File: src/design/vsp_pkg.sv
// Shared types, constants and field layout for the varispeed sample player.
package vsp_pkg;

  // Default configuration of storage and fixed-point format
  localparam int unsigned MEMORY_DEPTH_DEF  = 65536;
  localparam int unsigned FRACTION_BITS_DEF = 16;

  // Field widths
  localparam int OP_W      = 2;
  localparam int ADDR_IN_W = 16;
  localparam int BYTE_W    = 8;
  localparam int SEEK_W    = 17;
  localparam int SAMPLE_W  = 16;
  localparam int SPEED_W   = 24;
  localparam int GAIN_W    = 16;
  localparam int LEN_W     = 17;
  localparam int POS_W     = 32;

  // Input tdata layout, lowest field first
  localparam int IN_DATA_W   = 48;
  localparam int IN_ADDR_LSB = 0;
  localparam int IN_BYTE_LSB = IN_ADDR_LSB + ADDR_IN_W;
  localparam int IN_SEEK_LSB = IN_BYTE_LSB + BYTE_W;
  localparam int IN_FLAG_BIT = IN_SEEK_LSB + SEEK_W;

  // Arithmetic constants
  localparam int SAMPLE_BIAS     = 128;
  localparam int GAIN_SHIFT      = 12;
  localparam int SPEED_FLOOR_DIV = 1000;

  // Configuration port
  localparam int CFG_ADDR_W = 4;
  localparam int CFG_DATA_W = 32;

  typedef enum logic [OP_W-1:0] {
    OP_RENDER = 2'd0,
    OP_WRITE  = 2'd1,
    OP_SEEK   = 2'd2,
    OP_PLAY   = 2'd3
  } op_t;

  typedef enum logic [1:0] {
    REG_SPEED  = 2'd0,
    REG_GAIN   = 2'd1,
    REG_MUTE   = 2'd2,
    REG_LENGTH = 2'd3
  } reg_idx_t;

  typedef enum logic [2:0] {
    ST_IDLE,
    ST_RD1,
    ST_RD2,
    ST_MUL,
    ST_ADD,
    ST_SCL,
    ST_OUT
  } state_t;

  typedef struct packed {
    logic [SPEED_W-1:0] speed;
    logic [GAIN_W-1:0]  gain;
    logic               mute;
    logic [LEN_W-1:0]   length;
  } cfg_t;

  typedef struct packed {
    logic ld_first;
    logic ld_second;
    logic rd_ok;
  } interp_ctl_t;

  localparam cfg_t CFG_RESET = '{
    speed:  SPEED_W'(65536),
    gain:   GAIN_W'(4096),
    mute:   1'b0,
    length: LEN_W'(0)
  };

endpackage

File: src/design/vsp_regs.sv
// Configuration register file behind the APB-style port.
module vsp_regs (
  input  logic                            clk,
  input  logic                            rst_n,
  input  logic                            cfg_psel,
  input  logic                            cfg_penable,
  input  logic                            cfg_pwrite,
  input  logic [vsp_pkg::CFG_ADDR_W-1:0]  cfg_paddr,
  input  logic [vsp_pkg::CFG_DATA_W-1:0]  cfg_pwdata,
  output logic [vsp_pkg::CFG_DATA_W-1:0]  cfg_prdata,
  output logic                            cfg_pready,
  output vsp_pkg::cfg_t                   cfg
);
  import vsp_pkg::*;

  cfg_t     cfg_r;
  cfg_t     cfg_nxt;
  reg_idx_t idx;
  logic     wr_en;

  assign idx        = reg_idx_t'(cfg_paddr[CFG_ADDR_W-1:2]);
  assign wr_en      = cfg_psel & cfg_penable & cfg_pwrite;
  assign cfg_pready = 1'b1;
  assign cfg        = cfg_r;

  // Decode the write transaction
  always_comb begin
    cfg_nxt = cfg_r;
    if (wr_en) begin
      unique case (idx)
        REG_SPEED:  cfg_nxt.speed  = cfg_pwdata[SPEED_W-1:0];
        REG_GAIN:   cfg_nxt.gain   = cfg_pwdata[GAIN_W-1:0];
        REG_MUTE:   cfg_nxt.mute   = cfg_pwdata[0];
        REG_LENGTH: cfg_nxt.length = cfg_pwdata[LEN_W-1:0];
      endcase
    end
  end

  always_ff @(posedge clk) begin
    if (!rst_n) begin
      cfg_r <= CFG_RESET;
    end else begin
      cfg_r <= cfg_nxt;
    end
  end

  // Read back the addressed register
  always_comb begin
    unique case (idx)
      REG_SPEED:  cfg_prdata = CFG_DATA_W'(cfg_r.speed);
      REG_GAIN:   cfg_prdata = CFG_DATA_W'(cfg_r.gain);
      REG_MUTE:   cfg_prdata = CFG_DATA_W'(cfg_r.mute);
      REG_LENGTH: cfg_prdata = CFG_DATA_W'(cfg_r.length);
    endcase
  end

endmodule

File: config.mk
export PLATFORM = sky130hd
export DESIGN_NAME = vsp_regs
export DESIGN_NICKNAME = d
export VERILOG_FILES = /design/src/design/vsp_pkg.sv /design/src/design/vsp_regs.sv
export SDC_FILE = /design/constraint.sdc
export NUM_CORES = 1
export LEC_CHECK = 0
export ABC_AREA = 1
export BUFFER_PORTS_ARGS = -buffer_cell sky130_fd_sc_hd__buf_2
export CORE_MARGIN = 10
export CORE_UTILIZATION = 50
export CTS_CLUSTER_DIAMETER = 80
export DETAILED_ROUTE_END_ITERATION = 8
export GPL_TIMING_DRIVEN = 0
export HOLD_SLACK_MARGIN = 0.12
export PLACE_DENSITY = 0.94
export SLEW_MARGIN = 15
export SYNTH_ARGS = -nofsm -noshare
export SYNTH_HDL_FRONTEND = slang
export SYNTH_SLANG_ARGS = --single-unit
File: constraint.sdc
create_clock -name clk -period 1.7 [get_ports clk]
set_input_delay 0.255 -clock clk [delete_from_list [all_inputs] [get_ports clk]]
set_output_delay 0.255 -clock clk [all_outputs]
set_load 0.02 [all_outputs]
Word level (Yosys, flattened, before mapping). Cells that the tools add are included.

Flip-flop bits (word level): 58. Bits in latches: 0. RAM bits: 0. Bits in read-only memories: 0. Bits of input ports: 41. Output and inout port bits: 91. Word-level logic and storage cells: 15. Memories kept: 0.

$add $sub $neg: 0. Multiply operators: 0. Div/mod/pow operators: 0. Magnitude comparators: 0. Equality and inequality tests: 3. Shift-type cells: 0. Mux-type cells: 1. Bitwise logic cells: 2. Reductions and logical operators: 5.

Operators by type and width (number): $pmux W32 S4 (1); $reduce_and A2 Y1 (4); $eq A2 B2 Y1 const B (2); $and A1 B1 Y1 (2); $eq A2 B1 Y1 const B (1); $logic_not A2 Y1 (1).

Logic depth before layout (Yosys ltp).
Word-level depth: 3. Depth in mapped cells: 7. Depth with buffers taken out: 5.

Worst setup path before layout. OpenSTA, ideal clock, no wires.

Path kind: input to output. Start point: input port cfg_paddr[3] (netlist name). End point: output port cfg_prdata[10] (netlist name). Arrival: 0.943 ns. Data required time: 1.445 ns. Path slack: 0.502 ns. Stages on the path: 4. Path buffers: 1. Path through: nor2_1 > clkbuf_1 > nand2_1 > nand3_1.

Word-level cells in the longest chain between the ends: 2. Elaborated cells on any way between the ends: 5. Those cells by class: eq/ne (3); mux (1); reduce/logical (1).

Ends and longest elaborated chain: start, declared (RTL line vsp_regs.sv:8) `input logic [vsp_pkg::CFG_ADDR_W-1:0] cfg_paddr,`; $eq A2 B2 Y1, or another cell as far along (RTL line vsp_regs.sv:49) `unique case (idx)`; $pmux W32 S4 * (RTL line vsp_regs.sv:49); end, declared (RTL line vsp_regs.sv:10) `output logic [vsp_pkg::CFG_DATA_W-1:0] cfg_prdata,`.

Every way passes the cells marked *; elsewhere a longest branch is shown, timed or not. The select of a mux whose other input is x is not followed.

Worst setup path in the final report.
Start point: input port cfg_paddr[2] (netlist name). End point: output port cfg_prdata[12] (netlist name).

Same word-level chain as after synthesis.

==> results_dict.tcl <==
set metrics [dict create \
    area_delta_synth_final_pct 30.31 \
    cts_tree "yes" \
    finalCritPeriodShare_pct 95.25 \
    drv_cap 0 \
    setup_ws_ns 0.08082 \
    critPathTopFamily "buffers and inverters" \
    vias 3417 \
    outcome "finished clean" \
    grt_use_total_pct 22.36 \
    max_slew_margin_pct 63.75 \
    largest_register_ffs 58 \
    grt_max_degree 11 \
    synth_area_leaders "dfxtp_1 41%, nor2_1 16%, nand2_1 15%, nand3_1 13%, inv_1 4.4%" \
    ys_seq_area_share_pct 41.01 \
    worstPathMaxFanout 10 \
    startpoint_type "input port" \
    async_reset_ff_share_pct 0 \
    synth_edf_count 0 \
    worst_ir_drop_vdd_mv 0.5281 \
    synth_common_cells "122 x nor2_1, 110 x nand2_1, 73 x nand3_1" \
    die_area_mm2 0.009073 \
    yosysTopAreaCell "dfxtp_1" \
    finalWeightedCongestion 0.8951 \
    critical_path_class "in -> out" \
    fillers 476 \
    hold_viol_final 0 \
    rsz0062_at_grt "false" \
    ys_warn_count 0 \
    ys_types 19 \
    final_nets 615 \
    die_x_um 95.25 \
    dpl_cell_area_mm2 0.003503 \
    final_cells 650 \
    netlist_area_mm2 0.002831 \
    clock_sinks 58 \
    crit_arrival_ns 1.36 \
    yosys.area.top_type_share_pct 41.01 \
    utilization_pct 67.01 \
    wire_per_inst_um 15.93 \
    pre_cts_ws_ns 0.001515 \
    vias_per_cell 5.257 \
    die_h_um 95.25 \
    ctsHoldBuffers 0 \
    cp_cell_sequence "buf_2, nand2_1, inv_2, buf_2, nand2_1, nand3_1, buf_2" \
    clk_pin_slew_ns 0.06 \
    hp-class "in -> reg" \
    drive_gt1_share_pct 28.03 \
    io_buffer_count 111 \
    placed_cells 635 \
    drtIter0Drc 399 \
    cp_num_buf_inv 4 \
    drc 0 \
    whs_ns 0.1900 \
    postRouteAntennaNets 0 \
    worst_path_max_delay_cell "buf_2" \
    cpMostUsedCell "buf_2" \
    finalClockSkew_ns 0 \
    p_per_area_mw_per_mm2 834.9 \
    antenna_found_initial 1 \
    insertedDiodeCount 0 \
    period_minus_slack_ns 1.619 \
    cts_buffers 9 \
    power_mw 3.081 \
    crit_path_end_kind "output pin" \
    slowest_delay_ns 0.29 \
    rows 27 \
    fmax_mhz 617.6 \
    hpwl_um 7508 \
    worstMarginPinSlew_ns 0.5438 \
    slew_viol_final 0 \
    grt_overflow 0 \
    synth_cells 445 \
    tns_ns 0 \
    num_io_pins 132 \
    firstDrtPassIters 8 \
    seqCellArea_mm2 0.001161 \
    cts_root_buf "clkbuf_8" \
    syn_avg_cell_area_um2 6.363 \
    fin_area_mm2 0.003690 \
    worst_ep_required_time_ns 1.44 \
    power_leakage_nw 1.990 \
    setup_viol 0 \
    insertion_delay_ns 0.34 \
    synth_most_common_cell "nor2_1" \
    ys_ff_latch 58 \
    start_util_pct 51.42 \
    routed_wl_um 10360 \
    clk_path_buf_depth 2 \
    grt_pass1_vias 3318 \
    htree_levels 3 \
    synth-main-ff-cell "dfxtp_1" \
    core_mm2 0.005507 \
    grt_pass1_wl_um 15930 \
    multi_input_area_mm2 0.001350 \
]
[layout make-up]
| type | count | share of cell area, % |
|---|---|---|
| clock buffers | 12 | 3.934 |
| clock inverters | 3 | 1.085 |
| multi-input cells | 324 | 36.59 |
| flip-flops and latches | 58 | 31.47 |
| repair buffers | 111 | 15.06 |
| inverters | 35 | 3.561 |
| well taps | 72 | 2.442 |
| plain buffers | 35 | 5.866 |
[placed cells by master, fill, tap and decap left out]
cell,n
buf_2,124
nor2_1,122
nand2_1,110
nand3_1,73
dfxtp_1,58
inv_1,33
buf_4,16
clkbuf_8,10
conb_1,9
nor2_4,3
clkbuf_1,3
buf_1,3
inv_2,2
o21ai_0,2
clkinv_2,2
clkbuf_2,1
nand4_1,1
a22o_1,1
nand2_2,1
nand3_2,1
buf_6,1
a21oi_1,1
bufinv_16,1
[worst min-delay path, delay by kind of cell]
family	cells	cell delay, ns
AND/OR/NAND/NOR	2	0.15
buffers and inverters	1	0.09
[timing repair]
action	in CTS	in global routing
endpoints found under the setup margin	1	0
setup buffers	0	0
gates resized for setup	1	0
[worst paths after layout]
kind                                startpoint              to  slack [ns]  depth (start not counted)
worst max-delay path              cfg_paddr[2]  cfg_prdata[12]        0.08                          7
worst min-delay path            cfg_pwdata[12]         cfg[30]        0.19                          3
worst max register to register         cfg[30]         cfg[30]        1.02                          2
worst min register to register         cfg[15]         cfg[15]        0.50                          2
[power by group]
part / switching, mW / leakage [nW] / internal [mW]
Combinational: 0.292 / 1.42 / 0.139
Clock: 0.533 / 0.0962 / 0.704
Sequential: 0.0231 / 0.469 / 1.39
Total: 0.848 / 1.99 / 2.23
[per-layer routing]
| metal | global-route usage, % | vias up | share of wire (%) |
|---|---|---|---|
| li1 | - | 1609 | - |
| met1 | 23.18 | 1519 | 34 |
| met2 | 38.13 | 242 | 49 |
| met3 | 7.855 | 45 | 14 |
| met4 | 13.59 | 2 | 4.0 |
| met5 | 0 | - | 0.058 |
[cell families after synthesis]
logic type | share of synthesized area, %
compound gates | 0.8395
buf+inv | 12.24
flops | 41.01
other cells | 0.2652
simple gates | 45.65
Power figures use the tool's default switching activity.
