===== config.mk =====
export PLATFORM = sky130hd
export DESIGN_NAME = vsp_interp
export DESIGN_NICKNAME = d
export VERILOG_FILES = /design/src/design/vsp_pkg.sv /design/src/design/vsp_interp.sv
export SDC_FILE = /design/constraint.sdc
export NUM_CORES = 1
export LEC_CHECK = 0
export ABC_AREA = 1
export BUFFER_PORTS_ARGS = -buffer_cell sky130_fd_sc_hd__buf_2
export CAP_MARGIN = 20
export CORE_UTILIZATION = 70
export DETAILED_ROUTE_END_ITERATION = 16
export PLACE_DENSITY = 0.92
export SLEW_MARGIN = 20
export SYNTH_ARGS = -nofsm -noshare
export SYNTH_HDL_FRONTEND = slang
export SYNTH_SLANG_ARGS = --single-unit

===== constraint.sdc =====
create_clock -name clk -period 11 [get_ports clk]
set_clock_uncertainty 0.15 [all_clocks]
set_input_delay 2.2 -clock clk [delete_from_list [all_inputs] [get_ports clk]]
set_output_delay 2.2 -clock clk [all_outputs]
set_load 0.02 [all_outputs]

===== src/design/vsp_pkg.sv =====
// Shared types, constants and field layout for the varispeed sample player.
package vsp_pkg;

  // Default configuration of storage and fixed-point format
  localparam int unsigned MEMORY_DEPTH_DEF  = 65536;
  localparam int unsigned FRACTION_BITS_DEF = 16;

  // Field widths
  localparam int OP_W      = 2;
  localparam int ADDR_IN_W = 16;
  localparam int BYTE_W    = 8;
  localparam int SEEK_W    = 17;
  localparam int SAMPLE_W  = 16;
  localparam int SPEED_W   = 24;
  localparam int GAIN_W    = 16;
  localparam int LEN_W     = 17;
  localparam int POS_W     = 32;

  // Input tdata layout, lowest field first
  localparam int IN_DATA_W   = 48;
  localparam int IN_ADDR_LSB = 0;
  localparam int IN_BYTE_LSB = IN_ADDR_LSB + ADDR_IN_W;
  localparam int IN_SEEK_LSB = IN_BYTE_LSB + BYTE_W;
  localparam int IN_FLAG_BIT = IN_SEEK_LSB + SEEK_W;

  // Arithmetic constants
  localparam int SAMPLE_BIAS     = 128;
  localparam int GAIN_SHIFT      = 12;
  localparam int SPEED_FLOOR_DIV = 1000;

  // Configuration port
  localparam int CFG_ADDR_W = 4;
  localparam int CFG_DATA_W = 32;

  typedef enum logic [OP_W-1:0] {
    OP_RENDER = 2'd0,
    OP_WRITE  = 2'd1,
    OP_SEEK   = 2'd2,
    OP_PLAY   = 2'd3
  } op_t;

  typedef enum logic [1:0] {
    REG_SPEED  = 2'd0,
    REG_GAIN   = 2'd1,
    REG_MUTE   = 2'd2,
    REG_LENGTH = 2'd3
  } reg_idx_t;

  typedef enum logic [2:0] {
    ST_IDLE,
    ST_RD1,
    ST_RD2,
    ST_MUL,
    ST_ADD,
    ST_SCL,
    ST_OUT
  } state_t;

  typedef struct packed {
    logic [SPEED_W-1:0] speed;
    logic [GAIN_W-1:0]  gain;
    logic               mute;
    logic [LEN_W-1:0]   length;
  } cfg_t;

  typedef struct packed {
    logic ld_first;
    logic ld_second;
    logic rd_ok;
  } interp_ctl_t;

  localparam cfg_t CFG_RESET = '{
    speed:  SPEED_W'(65536),
    gain:   GAIN_W'(4096),
    mute:   1'b0,
    length: LEN_W'(0)
  };

endpackage


===== src/design/vsp_interp.sv =====
// Interpolation and gain pipeline: two neighbor samples in, one saturated sample out.
module vsp_interp #(
  parameter int unsigned FRAC_W = vsp_pkg::FRACTION_BITS_DEF
) (
  input  logic                                clk,
  input  vsp_pkg::interp_ctl_t                ctl,
  input  logic [vsp_pkg::BYTE_W-1:0]          rd_byte,
  input  logic [FRAC_W-1:0]                   frac,
  input  logic [vsp_pkg::GAIN_W-1:0]          gain,
  output logic signed [vsp_pkg::SAMPLE_W-1:0] sample
);
  import vsp_pkg::*;

  localparam int D_W    = SAMPLE_W + 1;
  localparam int PROD_W = D_W + FRAC_W + 1;
  localparam int NUM_W  = PROD_W + 1;
  localparam int V_W    = SAMPLE_W + 1;
  localparam int Y_W    = V_W + GAIN_W + 1;
  localparam int YS_W   = Y_W - GAIN_SHIFT;
  localparam logic signed [YS_W-1:0] SAT_MAX = YS_W'((1 <<< (SAMPLE_W - 1)) - 1);
  localparam logic signed [YS_W-1:0] SAT_MIN = YS_W'(-(1 <<< (SAMPLE_W - 1)));

  logic signed [SAMPLE_W-1:0] rd_sample;
  logic signed [SAMPLE_W-1:0] s1_r;
  logic signed [SAMPLE_W-1:0] s2_r;
  logic signed [D_W-1:0]      diff;
  logic signed [FRAC_W:0]     frac_s;
  logic signed [PROD_W-1:0]   prod_nxt;
  logic signed [PROD_W-1:0]   prod_r;
  logic signed [NUM_W-1:0]    num;
  logic signed [NUM_W-1:0]    num_adj;
  logic signed [V_W-1:0]      v_nxt;
  logic signed [V_W-1:0]      v_r;
  logic signed [GAIN_W:0]     gain_s;
  logic signed [Y_W-1:0]      y_nxt;
  logic signed [Y_W-1:0]      y_r;
  logic signed [Y_W-1:0]      y_adj;
  logic signed [YS_W-1:0]     y_sh;

  // Flip the top bit to remove the bias, then move into the high byte
  assign rd_sample = ctl.rd_ok
                   ? $signed({rd_byte ^ BYTE_W'(SAMPLE_BIAS), {(SAMPLE_W-BYTE_W){1'b0}}})
                   : '0;

  // Stage 1: slope times fraction
  assign diff     = D_W'(s2_r) - D_W'(s1_r);
  assign frac_s   = $signed({1'b0, frac});
  assign prod_nxt = PROD_W'(diff) * PROD_W'(frac_s);

  // Stage 2: add the base sample and truncate toward zero
  assign num     = (NUM_W'(s1_r) <<< FRAC_W) + NUM_W'(prod_r);
  assign num_adj = num + (num[NUM_W-1] ? NUM_W'({FRAC_W{1'b1}}) : '0);
  assign v_nxt   = V_W'(num_adj >>> FRAC_W);

  // Stage 3: apply gain
  assign gain_s = $signed({1'b0, gain});
  assign y_nxt  = Y_W'(v_r) * Y_W'(gain_s);

  // Output: drop the gain fraction toward zero, then saturate
  assign y_adj = y_r + (y_r[Y_W-1] ? Y_W'({GAIN_SHIFT{1'b1}}) : '0);
  assign y_sh  = YS_W'(y_adj >>> GAIN_SHIFT);

  always_comb begin
    if (y_sh > SAT_MAX) begin
      sample = SAT_MAX[SAMPLE_W-1:0];
    end else if (y_sh < SAT_MIN) begin
      sample = SAT_MIN[SAMPLE_W-1:0];
    end else begin
      sample = y_sh[SAMPLE_W-1:0];
    end
  end

  // Capture the neighbors and advance the stages
  always_ff @(posedge clk) begin
    if (ctl.ld_first) begin
      s1_r <= rd_sample;
    end
    if (ctl.ld_second) begin
      s2_r <= rd_sample;
    end
    prod_r <= prod_nxt;
    v_r    <= v_nxt;
    y_r    <= y_nxt;
  end

endmodule


# Word level (Yosys, flattened, before mapping)
# Index checks and enable logic that the tools add are counted.
# totals
regBits	117
input_bits	44
out_inout_bits	16
wordCells	19
# op_classes
add_sub_neg	4
multipliers	2
magnitude_cmp	2
n_mux	5
bitwise_logic	1
# ops
operator	count
$mul 17x17->34	2
$mux 16	4
$add 32x34->35	1
$add 34x12->34	1
$add 33x16->33	1
$gt 22x16->1 const B	1
$lt 22x16->1 const B	1
$sub 16x16->17	1
$mux 12	1
$not 1->1	1

# Longest topological paths before layout
# depth
depth_word	5
ltp_mapped	36
depth_no_buf	35

# Worst setup path after synthesis
# OpenSTA, ideal clock, no wires.
# synth_path
kind	input-to-reg
start	input gain[2] (netlist name)
end	register y_r[31]
setup_time_ns	0.127
arrival_ns	7.367
required_ns	10.723
slack_ns	3.357
stages	18
path_buffers	1
cell_sequence	clkbuf_1 -> nand2_1 -> inv_1 -> fa_1 -> fa_1 -> inv_1 -> fa_1 -> fa_1 -> fa_1 -> inv_1 -> fa_1 -> ha_1 -> a21o_1 -> a21oi_1 -> o221ai_1 -> a21oi_1 -> o21ai_0 -> xor2_1
# synth_between
elab_chain_len	1
# synth_rtl
element	line_no	rtl
start, declared	vsp_interp.sv:9	input logic [vsp_pkg::GAIN_W-1:0] gain,
$mul 17x17->34	vsp_interp.sv:57	assign y_nxt = Y_W'(v_r) * Y_W'(gain_s);
via y_nxt[31]	vsp_interp.sv:35	logic signed [Y_W-1:0] y_nxt;
end signal, assigned	vsp_interp.sv:83	y_r <= y_nxt;
end, declared	vsp_interp.sv:36	logic signed [Y_W-1:0] y_r;
# The timed path passes the listed nets, and every way through them passes these cells.
# A chain may end at the register's enable or synchronous reset.

# Final worst setup path
# layout_path
start	register s1_r[8]
end	register prod_r[31]
# layout_between
elab_chain_len	2
# layout_rtl
element	line_no	rtl
start, declared	vsp_interp.sv:24	logic signed [SAMPLE_W-1:0] s1_r;
start signal, assigned	vsp_interp.sv:76	s1_r <= rd_sample;
$sub 16x16->17	vsp_interp.sv:46	assign diff = D_W'(s2_r) - D_W'(s1_r);
$mul 17x17->34	vsp_interp.sv:48	assign prod_nxt = PROD_W'(diff) * PROD_W'(frac_s);
via prod_nxt[31]	vsp_interp.sv:28	logic signed [PROD_W-1:0] prod_nxt;
end signal, assigned	vsp_interp.sv:81	prod_r <= prod_nxt;
end, declared	vsp_interp.sv:29	logic signed [PROD_W-1:0] prod_r;
# The timed path passes the listed nets, and every way through them passes these cells.

==> impl_metrics.tcl <==
set metrics [dict create \
    instances_no_fill 3256 \
    synth_enable_flop_cells 16 \
    ys_warn_count 0 \
    cp_common_cell "fa_1" \
    routedWlPerCell_um 16.4 \
    critPathTopFamily "adder cells" \
    grt_pass1_vias 20000 \
    die_height_um 181 \
    worstSkewPairLatency_ns 0.37 \
    via_per_inst 5.57 \
    drive_gt1_share_pct 3.96 \
    slowest_delay_ns 0.88 \
    place.gp.congestion 0.969 \
    numCtsBuffers 9 \
    final-hold-violation-count 0 \
    fp.coreArea_um2 31600 \
    synthToLayoutAreaGrowth_pct 3.47 \
    ys_top_cells_by_area "fa_1 (39%), inv_1 (14%), ha_1 (11%), nand2_1 (11%), dfxtp_1 (6.9%)" \
    worstRegToRegCells 26 \
    htreeDepth 3 \
    crit_path_end "prod_r[31]" \
    final_nets 3528 \
    worstReg2RegEnd "prod_r[31]" \
    fin_tns_setup_ns 0 \
    cts.repair.resized 0 \
    grt_max_degree 18 \
    post_synth.cell_area_avg_um2 7.86 \
    synth_area_leader_cell "fa_1" \
    synthArstFlopShare_pct 0 \
    grt_first_pass_wirelength_um 93100 \
    cp-start-kind "flop" \
    rrSetupSlack_ns 2.83 \
    yosysMostFrequentCell "inv_1" \
    path_class "flop to flop" \
    dominantRegCellSynth "dfxtp_1" \
    start_util_pct 71.1 \
    first_pass_iters 7 \
    cap_violations 0 \
    cp-end-kind "flop" \
    rsz0062_at_grt "no" \
    critPathArrivalTime_ns 8.28 \
    cts_tree "yes" \
    antenna_found_initial 1 \
    tightest_slew_ns 0.848 \
    synth_fp_nets 3537 \
    synthTopCellsByCount "inv_1 (819), nand2_1 (643), fa_1 (442)" \
    final-max-slew-violation-count 0 \
    rows 65 \
    cts_buffer_depth 2 \
    die_w_um 181 \
    syn_area_um2 22400 \
    cp-startpoint "s1_r[8]" \
    ctsHoldBuffers 0 \
    r2r_start "s1_r[8]" \
    fmax_mhz 122 \
    synth_seq_area_share_pct 9.01 \
    cts_setup_buffers 0 \
    routed_wl_um 53600 \
    synth_top_cell_area_share_pct 39.4 \
    ys_types 45 \
    ios 60 \
    synthCells 2857 \
    post-route-period-util_pct 74.3 \
    slew_headroom_pct 43.4 \
    critPathSlowestCell "fa_1" \
    io_buffers 59 \
    initialDrtViolationCount 1501 \
    dp.cells 3239 \
    worstPathRequired_ns 11.11 \
    cp.depth 26 \
    grt_overflow_total 0 \
    worstPathMaxFanout 14 \
    ys_seq_elements 93 \
    fillers 2229 \
    min_path_type "flop to flop" \
    crit_buf_inv 4 \
    grt_util_all_layers_pct 35.6 \
    vias 18100 \
    setup_violations 0 \
    clock-root-buffer "clkbuf_16" \
    dieArea_um2 32800 \
    post-route-min-period_ns 8.17 \
    numClockSinks 93 \
    clkTransAtPathRegs_ns 0.07 \
    hpwl_um 45300 \
    drtAntennaViolNets 0 \
    drc 0 \
    status "completed" \
]
## cell type report
cell class | count | area (um2) | area share, %
clock buffers | 10 | 239 | 1.03
inverters | 833 | 3130 | 13.5
repair buffers | 59 | 295 | 1.27
clock inverters | 6 | 46.3 | 0.199
flip-flops and latches | 93 | 2020 | 8.70
multi-input cells | 1852 | 17000 | 73.2
diodes | 1 | 2.50 | 0.0108
well taps | 402 | 503 | 2.17
## per-layer routing
layer  share of wire [%]  up-vias  global-route usage (%)
met5                   0        -                       0
met1                  40     8884                    45.1
met3                 8.6      166                    6.47
met4                 3.2        0                    13.1
met2                  49      844                    61.1
li1                    -     8231                       -
## cell usage in the layout (no fill, tap or decap), drive strengths merged, types with 16 or more instances in the layout
cell type,instances
nand2,653
nor3,29
nand3,56
xnor2,47
xor2,54
o21ai,35
dfxtp,77
nand4,29
a21oi,78
fa,442
nor2,170
inv,830
ha,194
edfxtp,16
buf,59
## state kept, by name, indices dropped and copies added, names as in the netlist
name	cells
prod_r	26
s1_r	8
s2_r	8
v_r	17
y_r	34
## how the worst min path moves through the flow
stage                     slack (ns)  cells past startpoint  startpoint     end
final                           0.37                      2  prod_r[18]  v_r[2]
after global routing            0.41                      2  prod_r[18]  v_r[2]
after CTS                       0.36                      2  prod_r[18]  v_r[2]
after detailed placement        0.36                      2  prod_r[18]  v_r[2]
after global placement          0.36                      2  prod_r[18]  v_r[2]
after floorplan                 0.30                      1  prod_r[22]  v_r[6]
## cell families after synthesis
group           synth area share (%)
simple gates                    17.3
compound gates                  4.16
flops                           9.01
xor+xnor                        3.94
fa+ha+maj                       50.2
buf+inv                         15.3
## tightest hold or removal path, delay by kind of cell, from the launching register on
kind / cells / cell delay [ns]
and+or+nand+nor: 2 / 0.15
DFF: 1 / 0.33
## through the flow
stage                     setup slack [ns]  util, %  hold WS [ns]  instance area, um2
after floorplan                       3.36        -         0.302               22400
after global placement                2.79     72.7         0.363               22900
after detailed placement              2.63     72.7         0.357               22900
after CTS                             2.93     73.6         0.364               23200
after global routing                  2.35     73.6         0.406               23200
final                                 2.83     73.6         0.371               23200
Power is not shown: default switching activity piles up to over one toggle a cycle in this logic, so the estimate is an artifact.
